--- src/design/rpp_pkg.sv ---
// ---------------------------------------------------------------------------
// rpp_pkg
// Shared widths, constants and handshake structs of the relative position
// core and its serial arithmetic units.
// ---------------------------------------------------------------------------
package rpp_pkg;

   // fixed point formats
   localparam int QUAT_FRAC_BITS = 14;
   localparam int RND_SH         = 2 * QUAT_FRAC_BITS;   // fraction bits of R entries

   localparam int POS_W  = 32;                // position / result word
   localparam int Q_W    = 16;                // quaternion component
   localparam int D_W    = POS_W + 1;         // exact position difference
   localparam int PR_W   = 2 * Q_W;           // quaternion product
   localparam int R_W    = PR_W + 2;          // rotation matrix entry
   localparam int ACC_W  = R_W + D_W + 3;     // sum of three products
   localparam int RQ_W   = ACC_W - RND_SH;    // rounded magnitude before saturation
   localparam int SQ_W   = 2 * POS_W;         // sum of squares
   localparam int ROOT_W = SQ_W / 2;

   // serial multiplier: one DIG_W-bit digit of b per cycle
   localparam int MUL_W      = 36;
   localparam int MUL_P_W    = 2 * MUL_W;
   localparam int DIG_W      = 4;
   localparam int MUL_STEPS  = MUL_W / DIG_W;
   localparam int MUL_CNT_W  = $clog2(MUL_STEPS);

   // square root: one root bit per cycle
   localparam int ROOT_CNT_W = $clog2(ROOT_W);

   // function codes of an input word
   localparam logic FUNC_REF    = 1'b0;
   localparam logic FUNC_TARGET = 1'b1;

   localparam logic signed [R_W-1:0]  R_ONE    = R_W'(1) <<< RND_SH;
   localparam logic [ACC_W-1:0]       RND_HALF = ACC_W'(1) << (RND_SH - 1);
   localparam logic [D_W-1:0]         SAT_POS  = D_W'(32'h7FFF_FFFF);
   localparam logic [D_W-1:0]         SAT_NEG  = D_W'(33'h0_8000_0000);

   typedef struct packed {
      logic                      start;
      logic signed [MUL_W-1:0]   a;
      logic signed [MUL_W-1:0]   b;
   } mul_req_type;

   typedef struct packed {
      logic                      done;
      logic signed [MUL_P_W-1:0] prod;
   } mul_rsp_type;

   typedef struct packed {
      logic              start;
      logic [SQ_W-1:0]   radicand;
   } sqrt_req_type;

   typedef struct packed {
      logic              done;
      logic [ROOT_W-1:0] root;
   } sqrt_rsp_type;

endpackage

--- src/design/rpp_if.sv ---
// ---------------------------------------------------------------------------
// rpp_req_if / rpp_rsp_if
// Valid/ready channels carrying pose words in and relative position words
// out.
// ---------------------------------------------------------------------------
interface rpp_req_if;
   logic                                valid;
   logic                                ready;
   logic                                func;
   logic signed [rpp_pkg::POS_W-1:0]    pos_x;
   logic signed [rpp_pkg::POS_W-1:0]    pos_y;
   logic signed [rpp_pkg::POS_W-1:0]    pos_z;
   logic signed [rpp_pkg::Q_W-1:0]      quat_w;
   logic signed [rpp_pkg::Q_W-1:0]      quat_x;
   logic signed [rpp_pkg::Q_W-1:0]      quat_y;
   logic signed [rpp_pkg::Q_W-1:0]      quat_z;
   logic                                pose_ok;

   modport source (output valid, func, pos_x, pos_y, pos_z, quat_w, quat_x, quat_y,
                   quat_z, pose_ok, input ready);
   modport sink   (input valid, func, pos_x, pos_y, pos_z, quat_w, quat_x, quat_y,
                   quat_z, pose_ok, output ready);
endinterface

interface rpp_rsp_if;
   logic                                valid;
   logic                                ready;
   logic signed [rpp_pkg::POS_W-1:0]    rel_x;
   logic signed [rpp_pkg::POS_W-1:0]    rel_y;
   logic signed [rpp_pkg::POS_W-1:0]    rel_z;
   logic [rpp_pkg::POS_W-1:0]           distance;
   logic                                result_ok;

   modport source (output valid, rel_x, rel_y, rel_z, distance, result_ok, input ready);
   modport sink   (input valid, rel_x, rel_y, rel_z, distance, result_ok, output ready);
endinterface

--- src/design/rpp_mul.sv ---
// ---------------------------------------------------------------------------
// rpp_mul
// Signed digit-serial multiplier: magnitudes, one 4-bit digit of b per
// cycle, sign applied in a final registered step.
// ---------------------------------------------------------------------------
module rpp_mul (
   input  logic                 clock,
   input  logic                 reset,
   input  rpp_pkg::mul_req_type mreq,
   output rpp_pkg::mul_rsp_type mrsp
);

   logic                               run_ff;
   logic                               fin_ff;
   logic                               done_ff;
   logic [rpp_pkg::MUL_CNT_W-1:0]      cnt_ff;
   logic                               neg_ff;
   logic [rpp_pkg::MUL_P_W-1:0]        a_ff;
   logic [rpp_pkg::MUL_W-1:0]          b_ff;
   logic [rpp_pkg::MUL_P_W-1:0]        acc_ff;
   logic signed [rpp_pkg::MUL_P_W-1:0] prod_ff;

   logic [rpp_pkg::MUL_W-1:0]          mag_a;
   logic [rpp_pkg::MUL_W-1:0]          mag_b;
   logic [rpp_pkg::MUL_P_W-1:0]        part;

   // operand magnitudes
   assign mag_a = mreq.a[rpp_pkg::MUL_W-1] ? rpp_pkg::MUL_W'(-mreq.a) : mreq.a;
   assign mag_b = mreq.b[rpp_pkg::MUL_W-1] ? rpp_pkg::MUL_W'(-mreq.b) : mreq.b;

   // partial product of the current digit
   assign part = rpp_pkg::MUL_P_W'(a_ff * b_ff[rpp_pkg::DIG_W-1:0]);

   always_ff @(posedge clock) begin
      if (reset) begin
         run_ff  <= 1'b0;
         fin_ff  <= 1'b0;
         done_ff <= 1'b0;
         cnt_ff  <= '0;
      end else begin
         done_ff <= 1'b0;
         fin_ff  <= 1'b0;
         if (mreq.start) begin
            run_ff <= 1'b1;
            cnt_ff <= '0;
            neg_ff <= mreq.a[rpp_pkg::MUL_W-1] ^ mreq.b[rpp_pkg::MUL_W-1];
            a_ff   <= rpp_pkg::MUL_P_W'(mag_a);
            b_ff   <= mag_b;
            acc_ff <= '0;
         end else if (run_ff) begin
            acc_ff <= acc_ff + part;
            a_ff   <= a_ff << rpp_pkg::DIG_W;
            b_ff   <= b_ff >> rpp_pkg::DIG_W;
            cnt_ff <= cnt_ff + 1'b1;
            if (cnt_ff == rpp_pkg::MUL_CNT_W'(rpp_pkg::MUL_STEPS - 1)) begin
               run_ff <= 1'b0;
               fin_ff <= 1'b1;
            end
         end
         // apply sign
         if (fin_ff) begin
            prod_ff <= neg_ff ? -signed'(acc_ff) : signed'(acc_ff);
            done_ff <= 1'b1;
         end
      end
   end

   assign mrsp.done = done_ff;
   assign mrsp.prod = prod_ff;

endmodule

--- src/design/rpp_sqrt.sv ---
// ---------------------------------------------------------------------------
// rpp_sqrt
// Restoring integer square root, two radicand bits and one root bit per
// cycle. Root holds until the next start.
// ---------------------------------------------------------------------------
module rpp_sqrt (
   input  logic                  clock,
   input  logic                  reset,
   input  rpp_pkg::sqrt_req_type sreq,
   output rpp_pkg::sqrt_rsp_type srsp
);

   logic                             run_ff;
   logic                             done_ff;
   logic [rpp_pkg::ROOT_CNT_W-1:0]   cnt_ff;
   logic [rpp_pkg::SQ_W-1:0]         rad_ff;
   logic [rpp_pkg::ROOT_W+1:0]       rem_ff;
   logic [rpp_pkg::ROOT_W-1:0]       root_ff;

   logic [rpp_pkg::ROOT_W+3:0]       rem_sh;
   logic [rpp_pkg::ROOT_W+3:0]       trial;
   logic                             fits;

   // next remainder digit and trial value
   assign rem_sh = {rem_ff, rad_ff[rpp_pkg::SQ_W-1 -: 2]};
   assign trial  = {2'b00, root_ff, 2'b01};
   assign fits   = (rem_sh >= trial);

   always_ff @(posedge clock) begin
      if (reset) begin
         run_ff  <= 1'b0;
         done_ff <= 1'b0;
         cnt_ff  <= '0;
      end else begin
         done_ff <= 1'b0;
         if (sreq.start) begin
            run_ff  <= 1'b1;
            cnt_ff  <= '0;
            rad_ff  <= sreq.radicand;
            rem_ff  <= '0;
            root_ff <= '0;
         end else if (run_ff) begin
            rad_ff  <= rad_ff << 2;
            rem_ff  <= fits ? (rpp_pkg::ROOT_W + 2)'(rem_sh - trial)
                            : rem_sh[rpp_pkg::ROOT_W+1:0];
            root_ff <= {root_ff[rpp_pkg::ROOT_W-2:0], fits};
            cnt_ff  <= cnt_ff + 1'b1;
            if (cnt_ff == rpp_pkg::ROOT_CNT_W'(rpp_pkg::ROOT_W - 1)) begin
               run_ff  <= 1'b0;
               done_ff <= 1'b1;
            end
         end
      end
   end

   assign srsp.done = done_ff;
   assign srsp.root = root_ff;

endmodule

--- src/design/relative_pose_position_core.sv ---
// ---------------------------------------------------------------------------
// relative_pose_position_core
// Position of a target pose in the frame of a stored reference pose.
// ---------------------------------------------------------------------------
// A reference word (func 0) stores its position and validity and turns its
// quaternion into the rotation matrix; it gives no result. A target word
// (func 1) gives one result word, R transposed times the position difference
// plus its length: twelve products on the shared 4-bit-digit multiplier,
// three rounding steps and a bit-serial square root. A target word with an
// invalid pose or reference gives an all-zero word. One word is worked on at
// a time; a finished result sits in the output register while the next word
// is accepted.
// ---------------------------------------------------------------------------
module relative_pose_position_core (
   input  logic        clock,
   input  logic        reset,
   rpp_req_if.sink     req_ch,
   rpp_rsp_if.source   rsp_ch
);

   typedef enum logic [2:0] {
      ST_IDLE, ST_QMUL, ST_RBLD, ST_RMUL, ST_RND, ST_SQR, ST_ROOT, ST_OUT
   } state_type;

   // quaternion product slots
   localparam logic [3:0] P_YY = 4'd0;
   localparam logic [3:0] P_ZZ = 4'd1;
   localparam logic [3:0] P_XX = 4'd2;
   localparam logic [3:0] P_XY = 4'd3;
   localparam logic [3:0] P_WZ = 4'd4;
   localparam logic [3:0] P_XZ = 4'd5;
   localparam logic [3:0] P_WY = 4'd6;
   localparam logic [3:0] P_YZ = 4'd7;
   localparam logic [3:0] P_WX = 4'd8;
   localparam logic [1:0] LAST_AXIS = 2'd2;

   state_type                           state_ff;
   logic [3:0]                          step_ff;
   logic [1:0]                          i_ff;
   logic [1:0]                          j_ff;
   logic                                wait_ff;
   logic                                mul_go_ff;
   logic                                sqrt_go_ff;
   logic                                zero_ff;
   logic                                ref_valid_ff;
   logic signed [rpp_pkg::POS_W-1:0]    ref_pos_ff [3];
   logic signed [rpp_pkg::Q_W-1:0]      q_w_ff, q_x_ff, q_y_ff, q_z_ff;
   logic signed [rpp_pkg::PR_W-1:0]     pr_ff [9];
   logic signed [rpp_pkg::R_W-1:0]      r_ff [3][3];
   logic signed [rpp_pkg::D_W-1:0]      d_ff [3];
   logic signed [rpp_pkg::ACC_W-1:0]    acc_ff;
   logic signed [rpp_pkg::POS_W-1:0]    rel_ff [3];
   logic [rpp_pkg::SQ_W-1:0]            sq_ff;

   logic                                rsp_valid_ff;
   logic signed [rpp_pkg::POS_W-1:0]    rsp_x_ff, rsp_y_ff, rsp_z_ff;
   logic [rpp_pkg::POS_W-1:0]           rsp_dist_ff;
   logic                                rsp_ok_ff;

   rpp_pkg::mul_req_type                mul_req;
   rpp_pkg::mul_rsp_type                mul_rsp;
   rpp_pkg::sqrt_req_type               sqrt_req;
   rpp_pkg::sqrt_rsp_type               sqrt_rsp;

   logic signed [rpp_pkg::MUL_W-1:0]    mul_a;
   logic signed [rpp_pkg::MUL_W-1:0]    mul_b;
   logic signed [rpp_pkg::POS_W-1:0]    pos_in [3];
   logic                                valid_pair;
   logic                                rsp_load;

   logic                                acc_neg;
   logic [rpp_pkg::ACC_W-1:0]           rnd_mag;
   logic [rpp_pkg::RQ_W-1:0]            rnd_q;
   logic [rpp_pkg::D_W-1:0]             rnd_lim;
   logic [rpp_pkg::D_W-1:0]             rnd_lo;
   logic [rpp_pkg::D_W-1:0]             rnd_val;

   function automatic logic signed [rpp_pkg::R_W-1:0] dbl(
      input logic signed [rpp_pkg::PR_W-1:0] p);
      return rpp_pkg::R_W'(p) <<< 1;
   endfunction

   assign pos_in[0]  = req_ch.pos_x;
   assign pos_in[1]  = req_ch.pos_y;
   assign pos_in[2]  = req_ch.pos_z;
   assign valid_pair = ref_valid_ff && req_ch.pose_ok;
   assign req_ch.ready = (state_ff == ST_IDLE);

   // output register free or being emptied this cycle
   assign rsp_load = (state_ff == ST_OUT) && (!rsp_valid_ff || rsp_ch.ready);

   // multiplier operand select
   always_comb begin
      mul_a = '0;
      mul_b = '0;
      case (state_ff)
         ST_QMUL: begin
            case (step_ff)
               P_YY: begin mul_a = rpp_pkg::MUL_W'(q_y_ff); mul_b = rpp_pkg::MUL_W'(q_y_ff); end
               P_ZZ: begin mul_a = rpp_pkg::MUL_W'(q_z_ff); mul_b = rpp_pkg::MUL_W'(q_z_ff); end
               P_XX: begin mul_a = rpp_pkg::MUL_W'(q_x_ff); mul_b = rpp_pkg::MUL_W'(q_x_ff); end
               P_XY: begin mul_a = rpp_pkg::MUL_W'(q_x_ff); mul_b = rpp_pkg::MUL_W'(q_y_ff); end
               P_WZ: begin mul_a = rpp_pkg::MUL_W'(q_w_ff); mul_b = rpp_pkg::MUL_W'(q_z_ff); end
               P_XZ: begin mul_a = rpp_pkg::MUL_W'(q_x_ff); mul_b = rpp_pkg::MUL_W'(q_z_ff); end
               P_WY: begin mul_a = rpp_pkg::MUL_W'(q_w_ff); mul_b = rpp_pkg::MUL_W'(q_y_ff); end
               P_YZ: begin mul_a = rpp_pkg::MUL_W'(q_y_ff); mul_b = rpp_pkg::MUL_W'(q_z_ff); end
               P_WX: begin mul_a = rpp_pkg::MUL_W'(q_w_ff); mul_b = rpp_pkg::MUL_W'(q_x_ff); end
               default: begin mul_a = '0; mul_b = '0; end
            endcase
         end
         ST_RMUL: begin
            // R transposed: column i of R against d
            mul_a = rpp_pkg::MUL_W'(r_ff[j_ff][i_ff]);
            mul_b = rpp_pkg::MUL_W'(d_ff[j_ff]);
         end
         ST_SQR: begin
            mul_a = rpp_pkg::MUL_W'(rel_ff[i_ff]);
            mul_b = rpp_pkg::MUL_W'(rel_ff[i_ff]);
         end
         default: begin
            mul_a = '0;
            mul_b = '0;
         end
      endcase
   end

   assign mul_req.start = mul_go_ff;
   assign mul_req.a     = mul_a;
   assign mul_req.b     = mul_b;
   assign sqrt_req.start    = sqrt_go_ff;
   assign sqrt_req.radicand = sq_ff;

   // round to nearest, ties away from zero, then saturate
   assign acc_neg = acc_ff[rpp_pkg::ACC_W-1];
   assign rnd_mag = acc_neg ? (rpp_pkg::RND_HALF - rpp_pkg::ACC_W'(acc_ff))
                            : (rpp_pkg::ACC_W'(acc_ff) + rpp_pkg::RND_HALF);
   assign rnd_q   = rnd_mag[rpp_pkg::ACC_W-1:rpp_pkg::RND_SH];
   assign rnd_lim = acc_neg ? rpp_pkg::SAT_NEG : rpp_pkg::SAT_POS;
   assign rnd_lo  = (rnd_q > rpp_pkg::RQ_W'(rnd_lim)) ? rnd_lim : rnd_q[rpp_pkg::D_W-1:0];
   assign rnd_val = acc_neg ? (rpp_pkg::D_W'(0) - rnd_lo) : rnd_lo;

   // sequencer
   always_ff @(posedge clock) begin
      if (reset) begin
         state_ff     <= ST_IDLE;
         step_ff      <= '0;
         i_ff         <= '0;
         j_ff         <= '0;
         wait_ff      <= 1'b0;
         mul_go_ff    <= 1'b0;
         sqrt_go_ff   <= 1'b0;
         zero_ff      <= 1'b0;
         ref_valid_ff <= 1'b0;
         rsp_valid_ff <= 1'b0;
      end else begin
         mul_go_ff  <= 1'b0;
         sqrt_go_ff <= 1'b0;
         if (rsp_load) begin
            rsp_valid_ff <= 1'b1;
         end else if (rsp_ch.valid && rsp_ch.ready) begin
            rsp_valid_ff <= 1'b0;
         end
         case (state_ff)
            ST_IDLE: begin
               if (req_ch.valid) begin
                  if (req_ch.func == rpp_pkg::FUNC_REF) begin
                     for (int k = 0; k < 3; k++) begin
                        ref_pos_ff[k] <= pos_in[k];
                     end
                     q_w_ff       <= req_ch.quat_w;
                     q_x_ff       <= req_ch.quat_x;
                     q_y_ff       <= req_ch.quat_y;
                     q_z_ff       <= req_ch.quat_z;
                     ref_valid_ff <= req_ch.pose_ok;
                     step_ff      <= P_YY;
                     state_ff     <= ST_QMUL;
                  end else begin
                     for (int k = 0; k < 3; k++) begin
                        d_ff[k] <= rpp_pkg::D_W'(pos_in[k]) - rpp_pkg::D_W'(ref_pos_ff[k]);
                     end
                     zero_ff  <= !valid_pair;
                     i_ff     <= '0;
                     j_ff     <= '0;
                     state_ff <= valid_pair ? ST_RMUL : ST_OUT;
                  end
               end
            end
            ST_QMUL: begin
               if (!wait_ff) begin
                  mul_go_ff <= 1'b1;
                  wait_ff   <= 1'b1;
               end else if (mul_rsp.done) begin
                  wait_ff        <= 1'b0;
                  pr_ff[step_ff] <= mul_rsp.prod[rpp_pkg::PR_W-1:0];
                  if (step_ff == P_WX) begin
                     state_ff <= ST_RBLD;
                  end else begin
                     step_ff <= step_ff + 1'b1;
                  end
               end
            end
            ST_RBLD: begin
               r_ff[0][0] <= rpp_pkg::R_ONE - dbl(pr_ff[P_YY]) - dbl(pr_ff[P_ZZ]);
               r_ff[0][1] <= dbl(pr_ff[P_XY]) - dbl(pr_ff[P_WZ]);
               r_ff[0][2] <= dbl(pr_ff[P_XZ]) + dbl(pr_ff[P_WY]);
               r_ff[1][0] <= dbl(pr_ff[P_XY]) + dbl(pr_ff[P_WZ]);
               r_ff[1][1] <= rpp_pkg::R_ONE - dbl(pr_ff[P_XX]) - dbl(pr_ff[P_ZZ]);
               r_ff[1][2] <= dbl(pr_ff[P_YZ]) - dbl(pr_ff[P_WX]);
               r_ff[2][0] <= dbl(pr_ff[P_XZ]) - dbl(pr_ff[P_WY]);
               r_ff[2][1] <= dbl(pr_ff[P_YZ]) + dbl(pr_ff[P_WX]);
               r_ff[2][2] <= rpp_pkg::R_ONE - dbl(pr_ff[P_XX]) - dbl(pr_ff[P_YY]);
               state_ff   <= ST_IDLE;
            end
            ST_RMUL: begin
               if (!wait_ff) begin
                  mul_go_ff <= 1'b1;
                  wait_ff   <= 1'b1;
               end else if (mul_rsp.done) begin
                  wait_ff <= 1'b0;
                  acc_ff  <= ((j_ff == '0) ? '0 : acc_ff) + rpp_pkg::ACC_W'(mul_rsp.prod);
                  if (j_ff == LAST_AXIS) begin
                     j_ff     <= '0;
                     state_ff <= ST_RND;
                  end else begin
                     j_ff <= j_ff + 1'b1;
                  end
               end
            end
            ST_RND: begin
               rel_ff[i_ff] <= rnd_val[rpp_pkg::POS_W-1:0];
               if (i_ff == LAST_AXIS) begin
                  i_ff     <= '0;
                  sq_ff    <= '0;
                  state_ff <= ST_SQR;
               end else begin
                  i_ff     <= i_ff + 1'b1;
                  state_ff <= ST_RMUL;
               end
            end
            ST_SQR: begin
               if (!wait_ff) begin
                  mul_go_ff <= 1'b1;
                  wait_ff   <= 1'b1;
               end else if (mul_rsp.done) begin
                  wait_ff <= 1'b0;
                  sq_ff   <= sq_ff + mul_rsp.prod[rpp_pkg::SQ_W-1:0];
                  if (i_ff == LAST_AXIS) begin
                     sqrt_go_ff <= 1'b1;
                     state_ff   <= ST_ROOT;
                  end else begin
                     i_ff <= i_ff + 1'b1;
                  end
               end
            end
            ST_ROOT: begin
               if (sqrt_rsp.done) begin
                  state_ff <= ST_OUT;
               end
            end
            ST_OUT: begin
               // load the output register once it is free
               if (rsp_load) begin
                  rsp_x_ff     <= zero_ff ? '0 : rel_ff[0];
                  rsp_y_ff     <= zero_ff ? '0 : rel_ff[1];
                  rsp_z_ff     <= zero_ff ? '0 : rel_ff[2];
                  rsp_dist_ff  <= zero_ff ? '0 : sqrt_rsp.root;
                  rsp_ok_ff    <= !zero_ff;
                  state_ff     <= ST_IDLE;
               end
            end
            default: begin
               state_ff <= ST_IDLE;
            end
         endcase
      end
   end

   assign rsp_ch.valid     = rsp_valid_ff;
   assign rsp_ch.rel_x     = rsp_x_ff;
   assign rsp_ch.rel_y     = rsp_y_ff;
   assign rsp_ch.rel_z     = rsp_z_ff;
   assign rsp_ch.distance  = rsp_dist_ff;
   assign rsp_ch.result_ok = rsp_ok_ff;

   rpp_mul u_mul (
      .clock (clock),
      .reset (reset),
      .mreq  (mul_req),
      .mrsp  (mul_rsp)
   );

   rpp_sqrt u_sqrt (
      .clock (clock),
      .reset (reset),
      .sreq  (sqrt_req),
      .srsp  (sqrt_rsp)
   );

endmodule

--- src/flat_wrapper.sv ---
// flat-port wrapper written by rule: the top's interface ports become plain ports
module relative_pose_position_core_flat 
  (clock, reset, req_ch_valid, req_ch_func, req_ch_pos_x, req_ch_pos_y, req_ch_pos_z, req_ch_quat_w, req_ch_quat_x, req_ch_quat_y, req_ch_quat_z, req_ch_pose_ok, req_ch_ready, rsp_ch_valid, rsp_ch_rel_x, rsp_ch_rel_y, rsp_ch_rel_z, rsp_ch_distance, rsp_ch_result_ok, rsp_ch_ready);
  rpp_req_if req_ch_i ();
  rpp_rsp_if rsp_ch_i ();
  input  logic clock;
  input  logic reset;
  input wire logic [$bits(req_ch_i.valid)-1:0] req_ch_valid;
  input wire logic [$bits(req_ch_i.func)-1:0] req_ch_func;
  input wire logic [$bits(req_ch_i.pos_x)-1:0] req_ch_pos_x;
  input wire logic [$bits(req_ch_i.pos_y)-1:0] req_ch_pos_y;
  input wire logic [$bits(req_ch_i.pos_z)-1:0] req_ch_pos_z;
  input wire logic [$bits(req_ch_i.quat_w)-1:0] req_ch_quat_w;
  input wire logic [$bits(req_ch_i.quat_x)-1:0] req_ch_quat_x;
  input wire logic [$bits(req_ch_i.quat_y)-1:0] req_ch_quat_y;
  input wire logic [$bits(req_ch_i.quat_z)-1:0] req_ch_quat_z;
  input wire logic [$bits(req_ch_i.pose_ok)-1:0] req_ch_pose_ok;
  output wire logic [$bits(req_ch_i.ready)-1:0] req_ch_ready;
  output wire logic [$bits(rsp_ch_i.valid)-1:0] rsp_ch_valid;
  output wire logic [$bits(rsp_ch_i.rel_x)-1:0] rsp_ch_rel_x;
  output wire logic [$bits(rsp_ch_i.rel_y)-1:0] rsp_ch_rel_y;
  output wire logic [$bits(rsp_ch_i.rel_z)-1:0] rsp_ch_rel_z;
  output wire logic [$bits(rsp_ch_i.distance)-1:0] rsp_ch_distance;
  output wire logic [$bits(rsp_ch_i.result_ok)-1:0] rsp_ch_result_ok;
  input wire logic [$bits(rsp_ch_i.ready)-1:0] rsp_ch_ready;
  assign req_ch_i.valid = req_ch_valid;
  assign req_ch_i.func = req_ch_func;
  assign req_ch_i.pos_x = req_ch_pos_x;
  assign req_ch_i.pos_y = req_ch_pos_y;
  assign req_ch_i.pos_z = req_ch_pos_z;
  assign req_ch_i.quat_w = req_ch_quat_w;
  assign req_ch_i.quat_x = req_ch_quat_x;
  assign req_ch_i.quat_y = req_ch_quat_y;
  assign req_ch_i.quat_z = req_ch_quat_z;
  assign req_ch_i.pose_ok = req_ch_pose_ok;
  assign req_ch_ready = req_ch_i.ready;
  assign rsp_ch_valid = rsp_ch_i.valid;
  assign rsp_ch_rel_x = rsp_ch_i.rel_x;
  assign rsp_ch_rel_y = rsp_ch_i.rel_y;
  assign rsp_ch_rel_z = rsp_ch_i.rel_z;
  assign rsp_ch_distance = rsp_ch_i.distance;
  assign rsp_ch_result_ok = rsp_ch_i.result_ok;
  assign rsp_ch_i.ready = rsp_ch_ready;
  relative_pose_position_core u_core (.clock(clock), .reset(reset), .req_ch(req_ch_i), .rsp_ch(rsp_ch_i));
endmodule
--- config.mk ---
export PLATFORM = sky130hd
export DESIGN_NAME = relative_pose_position_core_flat
export DESIGN_NICKNAME = d
export VERILOG_FILES = /design/src/design/rpp_pkg.sv /design/src/design/rpp_if.sv /design/src/design/rpp_mul.sv /design/src/design/rpp_sqrt.sv /design/src/design/relative_pose_position_core.sv /design/src/flat_wrapper.sv
export SDC_FILE = /design/constraint.sdc
export NUM_CORES = 2
export LEC_CHECK = 0
export ABC_AREA = 0
export BUFFER_PORTS_ARGS = -buffer_cell sky130_fd_sc_hd__buf_2
export CAP_MARGIN = 10
export CORE_MARGIN = 3
export CORE_UTILIZATION = 40
export DETAILED_ROUTE_END_ITERATION = 10
export GPL_TIMING_DRIVEN = 0
export PLACE_DENSITY = 0.56
export SLEW_MARGIN = 0
export SYNTH_ARGS = -nofsm -noshare
export SYNTH_HDL_FRONTEND = slang
export SYNTH_SLANG_ARGS = --single-unit
export TNS_END_PERCENT = 30
--- constraint.sdc ---
create_clock -name clock -period 87.9 [get_ports clock]
set_input_delay 8.79 -clock clock [delete_from_list [all_inputs] [get_ports clock]]
set_output_delay 8.79 -clock clock [all_outputs]
set_load 0.005 [all_outputs]
==> reports/qor.yml <==
finalMaxSlewViolations: 2
status: "complete, but fails checks"
antenna_found_initial: 24
final_util_pct: 45.73
p_seq_share_pct: 35.3
place_inst: 13330
critPathSlowestCell: "a2111oi_0"
tightest_slew_ns: 1.518
final_layout_size_suffix_gt1_share_pct: 10.47
critPathCaptureType: "flip-flop"
rows: 186
portBuffers: 296
core_area_um2: 257400
dr.max_layer_used: "met5"
yosysTopAreaCell: "edfxtp_1"
synth_top_cell_area_share_pct: 46.57
fin_cells: 13690
start_util_pct: 40.31
numClockSinks: 1644
yosysUniqueCellTypes: 94
worstPathMaxFanout: 4
grt_use_total_pct: 24.84
yosysMostFrequentCell: "edfxtp_1"
die_w_um: 515.3
synth_cells: 9522
cts_inserted_buffers: 189
synth_edf_count: 1609
syn-cell-area_um2: 103800
cp_data_arrival_time_ns: 12.80
path_cells: "buf_2, ha_1, nor2b_1, o21ai_0, nand2b_1, a2111oi_0, o31ai_1, a21oi_1, nor3_1, o31ai_1, o221ai_1, a31o_2, a21oi_1, xnor2_1"
ioPinCount: 297
htree_levels: 4
peakVddDrop_mv: 0.02913
finalCritPeriodShare_pct: 13.86
rsz0062_at_grt: "false"
synthFlopType: "edfxtp_1"
wl_met2_um: 151400
power_leakage_nw: 45.40
fp.dieH_um: 515.3
setup_tns_ns: 0
slowest_delay_ns: 0.78
relSlewSlack_pct: -1.226
cts_tree: "done"
wl_per_cell_um: 24.60
fin_crit_ns: 12.18
p_sw_mw: 1.045
globalRouteOverflowTotal: 0
setup_violations: 0
synth_area_leaders: "edfxtp_1 47%, ha_1 8.5%, xnor2_1 4.4%"
synth_seq_cells: 1644
startpoint_type: "input port"
max_freq_mhz: 82.08
cp.required_ns: 88.51
hold_viol: 0
drt_iter0_markers: 7474
yosys_warnings: 0
wl_met3_um: 22500
dp_hpwl_um: 267100
dr_total_vias: 77200
fp.dieArea_um2: 265500
reg2reg_depth: 30
skew_ns: 0.1128
drc: 1
p_clk_share_pct: 28.2
insertion_delay_ns: 0.89
syn_area_per_cell_um2: 10.90
synth_seq_area_share_pct: 47.24
regToRegSetupSlack_ns: 78.32
netlist_top_cells_count: "1609 x edfxtp_1, 867 x nor2_1, 708 x inv_1"
grt_max_degree: 36
hp-class: "flip-flop to flip-flop"
p_int_mw: 1.857
critPathKind: "input port to flip-flop"
clock_path_buffers: 3
cts.repair.resized: 0
final_antenna_net_count: 0
area_growth_pct: 13.44
cts_setup_buffers: 0
maxCapViolations: 0
final_nets: 11220
violations: "DRC, slew limit"
pwr-share-comb_pct: 36.5
power_density_nw_per_um2: 24.65
swShare_pct: 36.00
ys_async_sr_fraction_pct: 0
hold_buffers: 0
clkSlewWorstSetupHoldPaths_ns: 0.06
grt_pass1_vias: 75080
viasPerCell: 5.638
routed_wl_um: 336900
grt_first_pass_wirelength_um: 493600
met1_length_um: 150000
first_pass_iters: 10
root_buffer: "clkbuf_16"
hold_depth: 1
place.gp.congestion: 0.9652
power groups by stage:
stage               Sequential (mW)  Combinational [mW]  Clock, mW
global route                   1.03                1.18      0.865
detailed placement             1.04                1.05          0
floorplan                      1.04               0.767          0
finish                         1.02                1.06      0.818
global placement               1.08                1.02          0
CTS                            1.02                1.06      0.831
metal layers:
layer	track usage [%]	vias up
met5	0	-
met1	35.00	38300
met4	8.515	8
met2	39.17	2638
met3	3.561	474
li1	-	35790
layout by cell type (no fill, tap or decap), types with 209 or more instances in the layout:
cell type	netlist	final
xnor2_1	517	517
edfxtp_1	1609	1609
a21o_1	209	209
nand2_1	611	611
buf_2	21	322
nor2b_1	290	288
xor2_1	209	209
nor2_1	867	863
a21oi_1	605	605
ha_1	706	706
fa_1	214	214
inv_1	708	708
o21ai_0	411	411
clkbuf_1	268	295
critical path: cells and delay by family:
kind,cells,cell delay [ns]
xor gates and xnor gates,1,0.11
AOI/OAI and AO/OA,8,3.09
and+or+nand+nor,3,0.39
adders and majority gates,1,0.28
buffers and inverters,1,0.13
kinds of logic after synthesis:
family                     Yosys count  synth area share [%]
and+or+nand+nor                   2788                 13.09
AOI/OAI and AO/OA                 2071                 12.95
DFF                               1644                 47.24
buffers and inverters             1031                 3.759
adders and majority gates          920                 12.64
xor gates and xnor gates           726                 6.129
muxes                              341                 4.183
other                                1              0.003614
registers in the layout, summed over array words and instances, names as in the netlist, 16 cells and up, named ones only:
register and flops:
u_core.q_w_ff 16, u_core.acc_ff 70, u_core.u_mul.prod_ff 70, u_core.r_ff 294
u_core.rel_ff 128, u_core.u_mul.a_ff 70, u_core.d_ff 99, u_core.u_mul.b_ff 36
u_core.ref_pos_ff 96, u_core.rsp_ch.distance 32, u_core.pr_ff 288, rsp_ch_rel_y 32
u_core.q_x_ff 16, u_core.u_sqrt.root_ff 32, u_core.u_sqrt.rad_ff 64, u_core.q_y_ff 16
u_core.u_mul.acc_ff 70, u_core.q_z_ff 16, u_core.sq_ff 64, rsp_ch_rel_x 32
rsp_ch_rel_z 32, u_core.u_sqrt.rem_ff 34
path summary, 6_finish.rpt:
path / startpoint / endpoint
worst max-delay path: req_ch_pos_x[1] / u_core.d_ff[0][31]
worst min-delay path: u_core.u_mul.fin_ff / u_core.u_mul.done_ff
worst max register to register: u_core.acc_ff[17] / u_core.rel_ff[2][28]
worst min register to register: u_core.u_mul.fin_ff / u_core.u_mul.done_ff
metrics by stage:
step                      instance area [um2]  setup WS, ns  power, mW  hold slack, ns
after floorplan                        103800         49.46      1.810          0.4297
after global placement                 109500         35.15      2.104          0.4596
after detailed placement               111200         74.95      2.086          0.4638
after CTS                              117600         75.84      2.911          0.4700
after global routing                   117700         75.60      3.076          0.4832
final                                  117700         75.72      2.902          0.4691
layout make-up:
| cell class | count | area [um2] |
|---|---|---|
| multi-input cells | 6849 | 50950 |
| flip-flops and latches | 1644 | 49020 |
| diodes | 9 | 22.52 |
| inverters | 709 | 2661 |
| well taps | 3384 | 4234 |
| clock inverters | 132 | 1495 |
| clock buffers | 222 | 4936 |
| fillers | 23700 | 139700 |
| plain buffers | 322 | 1239 |
| repair buffers | 423 | 3143 |
Power figures use the tool's default switching activity.
